<file path="config.mk">
export PLATFORM = sky130hd
export DESIGN_NAME = skc_mul
export DESIGN_NICKNAME = d
export VERILOG_FILES = /design/src/rtl/core/skc_pkg.sv /design/src/rtl/core/skc_mul.sv
export SDC_FILE = /design/constraint.sdc
export NUM_CORES = 2
export LEC_CHECK = 0
export BUFFER_PORTS_ARGS = -buffer_cell sky130_fd_sc_hd__buf_4
export CORE_MARGIN = 1
export CORE_UTILIZATION = 45
export DETAILED_ROUTE_END_ITERATION = 8
export GPL_TIMING_DRIVEN = 0
export RECOVER_POWER = 100
export SLEW_MARGIN = 10
export SYNTH_ARGS = -nofsm -noshare
export SYNTH_HDL_FRONTEND = slang
export SYNTH_SLANG_ARGS = --single-unit
export TNS_END_PERCENT = 1
</file>
<file path="constraint.sdc">
create_clock -name clk -period 16.1 [get_ports clk]
set_input_delay 1.61 -clock clk [delete_from_list [all_inputs] [get_ports clk]]
set_output_delay 1.61 -clock clk [all_outputs]
set_load 0.01 [all_outputs]
</file>
<file path="src/rtl/core/skc_pkg.sv">
// Shared types, constants and table functions of the stereo soft-knee compressor.
package skc_pkg;

	typedef enum logic [4:0] {
		S_IDLE, S_DET, S_PW1, S_PW2, S_PW3, S_PW4,
		S_LNK1, S_LNK2, S_LNK3, S_NRM0, S_NRM,
		S_LOG1, S_LOG2, S_LOG3, S_LOG4,
		S_CRV, S_CRV_SQ, S_CRV_DIV, S_CRV_LIN,
		S_ENV1, S_ENV2, S_ENV3,
		S_GN0, S_GN1, S_GN2, S_GN3,
		S_APP, S_APP2, S_MIX1, S_MIX2, S_MIX3, S_OUT
	} seq_state_t;

	typedef enum logic [3:0] {
		REG_THRESHOLD = 4'd0,
		REG_SLOPE     = 4'd1,
		REG_KNEE      = 4'd2,
		REG_ATTACK    = 4'd3,
		REG_RELEASE   = 4'd4,
		REG_WET       = 4'd5,
		REG_DRY       = 4'd6,
		REG_CONTROL   = 4'd7
	} cfg_reg_t;

	typedef enum logic [1:0] {
		DET_MAX   = 2'd0,
		DET_AVG   = 2'd1,
		DET_POWER = 2'd2
	} det_mode_t;

	typedef enum logic {
		DU_DIV  = 1'b0,
		DU_SQRT = 1'b1
	} du_op_t;

	typedef struct packed {
		logic   start;
		du_op_t op;
	} du_req_t;

	localparam int CFG_IDX_W  = 4;
	localparam int CFG_DATA_W = 17;
	localparam int MUL_W      = 33;
	localparam int PROD_W     = 66;

	localparam logic [30:0] DB_PER_LOG2_Q28 = 31'd1616142483;
	localparam logic [29:0] LOG2_PER_DB_Q32 = 30'd713378626;
	localparam logic [30:0] ONE_Q30         = 31'h4000_0000;

	localparam logic [15:0] RST_THRESHOLD = 16'hEC00;
	localparam logic [16:0] RST_SLOPE     = 17'd32768;
	localparam logic [13:0] RST_KNEE      = 14'd1536;
	localparam logic [15:0] RST_ATTACK    = 16'd64880;
	localparam logic [15:0] RST_RELEASE   = 16'd65500;
	localparam logic [15:0] RST_WET       = 16'd4096;
	localparam logic [16:0] RST_DRY       = 17'd0;
	localparam logic [11:0] RST_CONTROL   = 12'd0;

	function automatic logic [24:0] log2_frac(input int unsigned i, input int unsigned ib);
		longint unsigned v;
		logic [24:0] y;
		if (i >= (32'd1 << ib)) begin
			return 25'h100_0000;
		end
		v = (64'd1 << 30) + (64'(i) << (30 - ib));
		y = '0;
		for (int b = 1; b <= 24; b++) begin
			v = (v * v) >> 30;
			if (v >= (64'd1 << 31)) begin
				v = v >> 1;
				y[24 - b] = 1'b1;
			end
		end
		return y;
	endfunction

	function automatic longint unsigned isqrt64(input longint unsigned n);
		longint unsigned res;
		longint unsigned bt;
		longint unsigned rem;
		res = 0;
		bt = 64'd1 << 62;
		rem = n;
		for (int j = 0; j < 32; j++) begin
			if (rem >= res + bt) begin
				rem = rem - (res + bt);
				res = (res >> 1) + bt;
			end else begin
				res = res >> 1;
			end
			bt = bt >> 2;
		end
		return res;
	endfunction

	function automatic logic [30:0] root_val(input int unsigned i);
		longint unsigned r;
		r = 64'd1 << 29;
		for (int j = 1; j <= 24; j++) begin
			if (j <= i) begin
				r = isqrt64(r << 30);
			end
		end
		return 31'(r);
	endfunction

endpackage

</file>
<file path="src/rtl/core/skc_mul.sv">
// Shared signed multiplier with a registered product.
module skc_mul (
	input  logic                              clk,
	input  logic signed [skc_pkg::MUL_W-1:0]  a,
	input  logic signed [skc_pkg::MUL_W-1:0]  b,
	output logic signed [skc_pkg::PROD_W-1:0] p
);
	import skc_pkg::*;

	always_ff @(posedge clk) begin
		p <= a * b;
	end

endmodule

</file>
==> metrics.yaml <==
route:
  drc: 0
  drtIter0Drc: 2729
  first_pass_iters: 5
  ant_nets: 0
  vias: 30744
  wl_um: 145000
  wl_per_cell_um: 25.7
  via_per_inst: 5.43
finish:
  final_cell_mix: "1145 x fa_1, 1131 x inv_1, 559 x and2_1"
  register_area_mm2: 0.00132
  top_regs: "p: 66 flops"
  regMostFlops: "p"
  drive_gt1_frac: 0.0247
  area_growth_pct: 5.84
  final_common_cell: "fa_1"
  largest_reg_flops: 66
  multi_input_comb_area_mm2: 0.0342
  nFillCells: 8680
  fin_nets: 5910
yosys:
  synth_edf_count: 0
  synthArstFlopShare: 0
  syn_inst: 4338
  yosysWarnings: 0
  ys_types: 80
  syn_area_per_cell_um2: 9.39
  syn_area_mm2: 0.0407
  ys_ff_latch: 66
  ys.flop_type: "dfxtp_1"
  ys_seq_area_frac: 0.0324
  synth_fp_nets: 5767
status:
  failed_checks: "max-capacitance violations, max-slew violations"
  status: "complete, but fails checks"
worst_setup_path:
  worst_setup_path_end_kind: "flip-flop"
  cp.buffers_inverters: 6
  endpoint: "p[58]"
  cp.depth: 24
  arrival_ps: 12390
  startpoint: "a[32]"
  path_cells: "clkbuf_1 -> clkbuf_1 -> nand2_1 -> inv_1 -> fa_1 -> fa_1 -> fa_1 -> fa_1 -> fa_1 -> fa_1 -> fa_1 -> inv_1 -> fa_1 -> inv_1 -> ha_1 -> clkbuf_1 -> and3_1 -> nand3_1 -> nand2b_1 -> nor2_1 -> a211oi_1 -> a21oi_1 -> nor4b_2 -> a311oi_1"
  path_common_cell: "fa_1"
  path_delay_family: "adder cells"
  crit_required_ps: 16380
  cpPeakStageDelay_ps: 1400
  critical_path_class: "in2reg"
  crit_slowest_cell: "fa_1"
  start_kind: "primary input"
  path_max_fanout: 17
global_routing:
  grt_pass1_wl_um: 215000
  grt_start_max_net_pins: 27
  antenna_found_initial: 22
  grt_use_met2: 0.518
  grt.total_usage: 0.332
  grt_use_met1: 0.432
  grt_pass1_vias: 32294
  grt.met3_usage: 0.0627
  grt.overflow.total: 0
  gr-max-usage-layer: "met2"
placed_design:
  hpwl_um: 126000
  port_buffers: 132
  gp_congestion: 1.06
sta:
  setup-tns-final_ps: 0
  report.final.slew_viol_count: 8
  period_share: 0.752
  finalHoldViolCount: 0
  slew_headroom: -0.404
  max_freq_mhz: 82.6
  setup_viol: 0
  rsz0062_at_grt: "false"
  worst_pin_slew_ps: 2080
  layout_min_cycle_time_ps: 12110
run:
  cap_viol_max_count: 3
die:
  die_w_um: 303
  core_mm2: 0.0891
  die_y_um: 303
  fp.dieArea_mm2: 0.0917
  initial_core_util: 0.457
  ioPinCount: 133
  num_rows: 109
clock_tree:
  post-cts-setup-buffers: 0
  clockBufferDepth: 2
  ctsResizeCount: 0
  cts-htree-levels: 3
  cts_tree: "done"
  root_buffer: "clkbuf_16"
  cts_hold_buf: 0
  cts.sinks: 66
  clk_pin_slew_ps: 80
  numCtsBuffers: 9
worst_hold_path:
  hold_class: "in2reg"
==> Yosys cell counts, drive strengths merged (6+ instances only) <==
library cell | n | share of area
a21o | 38 | 0.0071
nor3 | 7 | 0.00086
o21bai | 11 | 0.0020
nand4 | 12 | 0.0020
a21oi | 61 | 0.0080
xnor2 | 43 | 0.0092
nand2b | 12 | 0.0018
inv | 1131 | 0.10
o31ai | 7 | 0.0025
fa | 1145 | 0.56
nor2 | 68 | 0.0063
xor2 | 25 | 0.0054
nand3 | 26 | 0.0033
o21ai | 33 | 0.0042
clkbuf | 208 | 0.019
and2 | 563 | 0.087
a211o | 6 | 0.0013
buf | 13 | 0.0017
and3 | 6 | 0.0010
dfxtp | 66 | 0.032
o21a | 6 | 0.0011
a31oi | 9 | 0.0015
a211oi | 11 | 0.0027
ha | 217 | 0.067
nand2 | 551 | 0.051
==> how the worst min path moves through the flow <==
| stage | startpoint | end | slack (ps) | cells after the start |
|---|---|---|---|---|
| finish | a[0] | p[0] | 1570 | 2 |
| global placement | a[0] | p[0] | 1980 | 2 |
| floorplan | a[0] | p[0] | 1740 | 1 |
| detailed placement | a[0] | p[0] | 1970 | 2 |
| CTS | a[0] | p[0] | 1520 | 2 |
| global route | a[0] | p[0] | 1540 | 2 |
==> area by class of cell <==
class | count | share of cell area
well taps | 1165 | 0.0338
inverters | 1131 | 0.0985
multi-input cells | 2920 | 0.793
flip-flops and latches | 66 | 0.0306
clock inverters | 7 | 0.00180
repair buffers | 132 | 0.0169
diodes | 9 | 0.000522
plain buffers | 221 | 0.0197
clock buffers | 9 | 0.00522
==> stage by stage <==
step | setup slack, ps | utilization | hold slack, ps | cell area (um2) | std cells
floorplan | 7250 | - | 1740 | 40700 | 4338
global placement | 4910 | 0.485 | 1980 | 43200 | 5635
detailed placement | 5060 | 0.485 | 1970 | 43200 | 5635
CTS | 5440 | 0.488 | 1520 | 43500 | 5651
global route | 3860 | 0.484 | 1540 | 43100 | 5653
finish | 3990 | 0.484 | 1570 | 43100 | 5660
==> metal layers <==
metal,up-vias,share of wire
li1,12646,-
met1,16128,0.38
met2,1594,0.45
met3,372,0.096
met4,4,0.070
met5,-,0.00023
==> cell families (layout without fill, tap and decap cells) <==
logic type / Yosys count / in the layout / synth area share
AOI/OAI and AO/OA: 219 / 219 / 0.0407
xor gates and xnor gates: 68 / 68 / 0.0146
adders and majority gates: 1362 / 1362 / 0.629
buffers and inverters: 1352 / 1500 / 0.125
DFF: 66 / 66 / 0.0324
other: 0 / 9 / 0
and+or+nand+nor: 1271 / 1271 / 0.158
Power is not shown: default switching activity piles up to over one toggle a cycle in this logic, so the estimate is an artifact.
