## src/rtl/core/skc_pkg.sv

```systemverilog
// Shared types, constants and table functions of the stereo soft-knee compressor.
package skc_pkg;

	typedef enum logic [4:0] {
		S_IDLE, S_DET, S_PW1, S_PW2, S_PW3, S_PW4,
		S_LNK1, S_LNK2, S_LNK3, S_NRM0, S_NRM,
		S_LOG1, S_LOG2, S_LOG3, S_LOG4,
		S_CRV, S_CRV_SQ, S_CRV_DIV, S_CRV_LIN,
		S_ENV1, S_ENV2, S_ENV3,
		S_GN0, S_GN1, S_GN2, S_GN3,
		S_APP, S_APP2, S_MIX1, S_MIX2, S_MIX3, S_OUT
	} seq_state_t;

	typedef enum logic [3:0] {
		REG_THRESHOLD = 4'd0,
		REG_SLOPE     = 4'd1,
		REG_KNEE      = 4'd2,
		REG_ATTACK    = 4'd3,
		REG_RELEASE   = 4'd4,
		REG_WET       = 4'd5,
		REG_DRY       = 4'd6,
		REG_CONTROL   = 4'd7
	} cfg_reg_t;

	typedef enum logic [1:0] {
		DET_MAX   = 2'd0,
		DET_AVG   = 2'd1,
		DET_POWER = 2'd2
	} det_mode_t;

	typedef enum logic {
		DU_DIV  = 1'b0,
		DU_SQRT = 1'b1
	} du_op_t;

	typedef struct packed {
		logic   start;
		du_op_t op;
	} du_req_t;

	localparam int CFG_IDX_W  = 4;
	localparam int CFG_DATA_W = 17;
	localparam int MUL_W      = 33;
	localparam int PROD_W     = 66;

	localparam logic [30:0] DB_PER_LOG2_Q28 = 31'd1616142483;
	localparam logic [29:0] LOG2_PER_DB_Q32 = 30'd713378626;
	localparam logic [30:0] ONE_Q30         = 31'h4000_0000;

	localparam logic [15:0] RST_THRESHOLD = 16'hEC00;
	localparam logic [16:0] RST_SLOPE     = 17'd32768;
	localparam logic [13:0] RST_KNEE      = 14'd1536;
	localparam logic [15:0] RST_ATTACK    = 16'd64880;
	localparam logic [15:0] RST_RELEASE   = 16'd65500;
	localparam logic [15:0] RST_WET       = 16'd4096;
	localparam logic [16:0] RST_DRY       = 17'd0;
	localparam logic [11:0] RST_CONTROL   = 12'd0;

	function automatic logic [24:0] log2_frac(input int unsigned i, input int unsigned ib);
		longint unsigned v;
		logic [24:0] y;
		if (i >= (32'd1 << ib)) begin
			return 25'h100_0000;
		end
		v = (64'd1 << 30) + (64'(i) << (30 - ib));
		y = '0;
		for (int b = 1; b <= 24; b++) begin
			v = (v * v) >> 30;
			if (v >= (64'd1 << 31)) begin
				v = v >> 1;
				y[24 - b] = 1'b1;
			end
		end
		return y;
	endfunction

	function automatic longint unsigned isqrt64(input longint unsigned n);
		longint unsigned res;
		longint unsigned bt;
		longint unsigned rem;
		res = 0;
		bt = 64'd1 << 62;
		rem = n;
		for (int j = 0; j < 32; j++) begin
			if (rem >= res + bt) begin
				rem = rem - (res + bt);
				res = (res >> 1) + bt;
			end else begin
				res = res >> 1;
			end
			bt = bt >> 2;
		end
		return res;
	endfunction

	function automatic logic [30:0] root_val(input int unsigned i);
		longint unsigned r;
		r = 64'd1 << 29;
		for (int j = 1; j <= 24; j++) begin
			if (j <= i) begin
				r = isqrt64(r << 30);
			end
		end
		return 31'(r);
	endfunction

endpackage

```

## src/rtl/core/skc_divsqrt.sv

```systemverilog
// Iterative restoring divider and integer square root, one result bit per cycle.
module skc_divsqrt (
	input  logic             clk,
	input  logic             arst_n,
	input  skc_pkg::du_req_t req,
	input  logic [63:0]      num,
	input  logic [30:0]      den,
	output logic             done,
	output logic [31:0]      res
);
	import skc_pkg::*;

	logic        run_q;
	logic        done_q;
	logic [5:0]  cnt_q;
	du_op_t      op_q;
	logic [63:0] acc_q;
	logic [63:0] res_q;
	logic [63:0] bit_q;
	logic [63:0] cand;
	logic        ge;

	assign cand = (op_q == DU_SQRT) ? res_q + bit_q : bit_q;
	assign ge   = acc_q >= cand;
	assign done = done_q;
	assign res  = res_q[31:0];

	always_ff @(posedge clk or negedge arst_n) begin
		if (!arst_n) begin
			run_q  <= 1'b0;
			done_q <= 1'b0;
			cnt_q  <= '0;
			op_q   <= DU_DIV;
		end else begin
			done_q <= 1'b0;
			if (req.start) begin
				run_q <= 1'b1;
				cnt_q <= 6'd32;
				op_q  <= req.op;
			end else if (run_q) begin
				cnt_q <= cnt_q - 6'd1;
				if (cnt_q == 6'd1) begin
					run_q  <= 1'b0;
					done_q <= 1'b1;
				end
			end
		end
	end

	always_ff @(posedge clk) begin
		if (req.start) begin
			acc_q <= num;
			res_q <= '0;
			bit_q <= (req.op == DU_SQRT) ? 64'h4000_0000_0000_0000 : {2'b00, den, 31'd0};
		end else if (run_q) begin
			acc_q <= ge ? acc_q - cand : acc_q;
			if (op_q == DU_SQRT) begin
				res_q <= ge ? (res_q >> 1) + bit_q : res_q >> 1;
				bit_q <= bit_q >> 2;
			end else begin
				res_q <= {res_q[62:0], ge};
				bit_q <= bit_q >> 1;
			end
		end
	end

endmodule

```

## config.mk

```make
export PLATFORM = sky130hd
export DESIGN_NAME = skc_divsqrt
export DESIGN_NICKNAME = d
export VERILOG_FILES = /design/src/rtl/core/skc_pkg.sv /design/src/rtl/core/skc_divsqrt.sv
export SDC_FILE = /design/constraint.sdc
export NUM_CORES = 1
export LEC_CHECK = 0
export BUFFER_PORTS_ARGS = -buffer_cell sky130_fd_sc_hd__clkbuf_2
export CAP_MARGIN = 20
export CORE_MARGIN = 10
export CORE_UTILIZATION = 55
export DETAILED_ROUTE_END_ITERATION = 8
export GPL_TIMING_DRIVEN = 0
export PLACE_DENSITY = 0.73
export SYNTH_ARGS = -nofsm -noshare
export SYNTH_HDL_FRONTEND = slang
export SYNTH_SLANG_ARGS = --single-unit
```

## constraint.sdc

```tcl
create_clock -name clk -period 23.8 [get_ports clk]
set_clock_uncertainty 0.1 [all_clocks]
set_input_delay 0 -clock clk [delete_from_list [all_inputs] [get_ports clk]]
set_output_delay 0 -clock clk [all_outputs]
set_load 0.02 [all_outputs]
```

==> flow_summary.ini <==
[finish]
fin_nets = 3168
fin_area_sq_um = 23900
finalNonFillerCells = 3398
diodes = 0
area_growth_syn_to_layout_pct = 14.1
post-route-util_pct = 63.5
drive_gt1_share_pct = 9.84

[clock_tree]
clockBufferDepth = 2
cts_setup_buffers = 0
clk_pin_slew_worst_paths_ns = 0.09
cts-htree-levels = 4
clk_latency_ns = 0.53
cts_tree = yes
cts.sinks = 200
cts_buffers = 17
clk_root_buffer_cell = clkbuf_16

[timing]
min_period_ns = 8.77
worst_slack_ns = 15.03
post-route-period-util_pct = 36.8
relSlewSlack_pct = 21.6
fin_setup_tns_ns = 0
fmax_mhz = 114
worst_slew_pin_slew_ns = 1.18
final_hold_viol_count = 0
setup_viol = 0
fin_hold_ws_ns = 0.193
slew_viol_final = 0
rsz0062_at_grt = no

[logic_synthesis]
yosys_warnings = 0
synth_edf_count = 127
synth_top_area_share_pct = 18.2
ys_top_cells_by_count = a21oi_1, nand2_1, nor2_1, ha_1, o21ai_0
yosysSeqAreaShare_pct = 25.4
ys_ff_latch = 200
synth_fp_nets = 2915
synthCells = 2621
netlist_top_cells_area = edfxtp_1, ha_1, a21oi_1
synth-main-ff-cell = edfxtp_1
postSynthAreaPerCell_sq_um = 8.00
synth_top_area_cell = edfxtp_1
synth.most_common_cell = a21oi_1
netlist_area_sq_um = 21000
ys_async_sr_fraction_pct = 4.50
synth_cell_type_count = 103

[placed_design]
hpwlAfterDp_mm = 61.1
dp_slack_ns = 15.35
place_area_sq_um = 22400
placed_cells = 3267
gp_congestion = 1.00
io_buffers = 130

[min_path]
hold_path.class = in -> reg

[pwr]
p_per_area_nw_per_um2 = 112
power_mw = 2.69
vdd_drop_max_mv = 0.105
leakage_nw = 10.5

[route]
post_drt_wl_per_cell_um = 23.2
drc = 0
routed_via_density = 6.44
drtAntennaViolNets = 0
dr_total_vias = 21894
drtIter0Drc = 2426
first_pass_iters = 6
drt_wl_total_mm = 78.8

[critical_path]
worstPathArrival_ns = 8.88
cp_cell_sequence = ha_1 > clkbuf_1 > a21o_1 > a21o_1 > a21o_1 > a2111oi_0 > o21bai_1 > a31oi_1 > o22ai_1 > o21ai_1 > xnor2_1 > a21oi_1 > ha_1 > clkbuf_1 > nand4_1 > nor4_2 > nand3b_1 > o32ai_1 > a2111oi_4 > o21a_1 > buf_2 > buf_2 > o21ai_4 > buf_12
crit_buf_inv = 5
cpPeakStageDelay_ns = 0.77
critPathCaptureType = flop
cp_top_family = compound AO/OA/AOI/OAI gates
required_ns = 23.92
crit_path_start_kind = flop
worstPathMaxFanout = 28
critPathKind = reg -> reg
critPathSlowestCell = nor4_2
crit_top_cell = a21o_1

[die]
placementRows = 71
boundaryPins = 132
die_height_um = 215
start_util_pct = 55.7
die_area_sq_um = 46300
core_sq_um = 37700
die_w_um = 215

[global_routing]
grt_max_degree = 39
grtUsageTotal_pct = 32.9
grt_pass1_wl_mm = 120
antenna_found_initial = 0
grt_pass1_vias = 20902
globalRoute.totalOverflow = 0

[run_status]
status = complete, no violations

[run]
cap_violations = 0
==> area by class of cell <==
cell class              count  area, sq um
multi-input cells        2180        14600
fillers                  3395        13800
plain buffers             181          837
inverters                  60          225
flip-flops and latches    200         5320
well taps                 511          639
repair buffers            234         1730
clock buffers              18          429
clock inverters            14          134
==> worst register-to-register path: stages (launching register included) <==
cell and delay [ns]:
dfxtp_1 0.56, ha_1 0.30, clkbuf_1 0.24, a21o_1 0.24, a21o_1 0.16, a21o_1 0.18
a2111oi_0 0.50, o21bai_1 0.14, a31oi_1 0.47, o22ai_1 0.29, o21ai_1 0.45, xnor2_1 0.18
a21oi_1 0.13, ha_1 0.30, clkbuf_1 0.32, nand4_1 0.28, nor4_2 0.77, nand3b_1 0.46
o32ai_1 0.54, a2111oi_4 0.13, o21a_1 0.15, buf_2 0.21, buf_2 0.26, o21ai_4 0.74
buf_12 0.31
==> report_power, final <==
group          leakage [nW]  switching [mW]  internal, mW
clock                 0.279           0.168         0.139
sequential             2.06           0.103         0.509
combinational          8.20            1.08         0.685
==> worst paths after layout <==
check / from / cells past startpoint / slack, ns / to
max: res_q[22] / 24 / 15.03 / acc_q[42]
min: den[21] / 4 / 0.19 / bit_q[52]
max reg2reg: res_q[22] / 24 / 15.03 / acc_q[42]
min reg2reg: cnt_q[5] / 2 / 0.43 / cnt_q[5]
max in group asynchronous: arst_n / 3 / 22.96 / done
min in group asynchronous: arst_n / 3 / 0.36 / cnt_q[2]
==> metal layers <==
metal  vias up  track usage [%]  routed length (um)
met4         0             14.6                3120
met3       158             6.73                7770
li1      10221                -                   -
met1     10354             43.9               33500
met5         -                0                   0
met2      1161             50.5               34400
==> logic make-up (layout without fill, tap and decap cells) <==
kind of cell | count (synthesis) | count (layout) | share of synthesized area, %
XOR/XNOR | 173 | 173 | 7.23
multiplexers | 57 | 57 | 2.82
flip-flops | 200 | 200 | 25.4
AO/OA/AOI/OAI | 1003 | 1003 | 31.1
buffers and inverters | 241 | 507 | 5.07
AND/OR/NAND/NOR | 752 | 752 | 16.6
adder cells (fa/ha/maj) | 195 | 195 | 11.7
==> what timing repair did <==
item,CTS,global route
hold buffers,99,0
endpoints found under the hold margin,106,0
resized for setup,0,0
==> registers in the layout (all words and copies together) (netlist names) <==
| name | cells |
|---|---|
| run_q | 1 |
| cnt_q | 6 |
| done | 1 |
| op_q | 1 |
| res_q | 64 |
| bit_q | 63 |
| acc_q | 64 |
==> layout by cell type, fill, tap and decap left out, drive strengths merged, types with 69 or more instances in the layout <==
| master | count |
|---|---|
| a21o | 143 |
| a21oi | 353 |
| clkbuf | 271 |
| dlygate4sd3 | 99 |
| edfxtp | 127 |
| ha | 192 |
| inv | 69 |
| nand2 | 256 |
| nor2 | 211 |
| nor2b | 69 |
| o21ai | 207 |
| xnor2 | 116 |
Note: power is estimated with default switching activity, not from simulation.
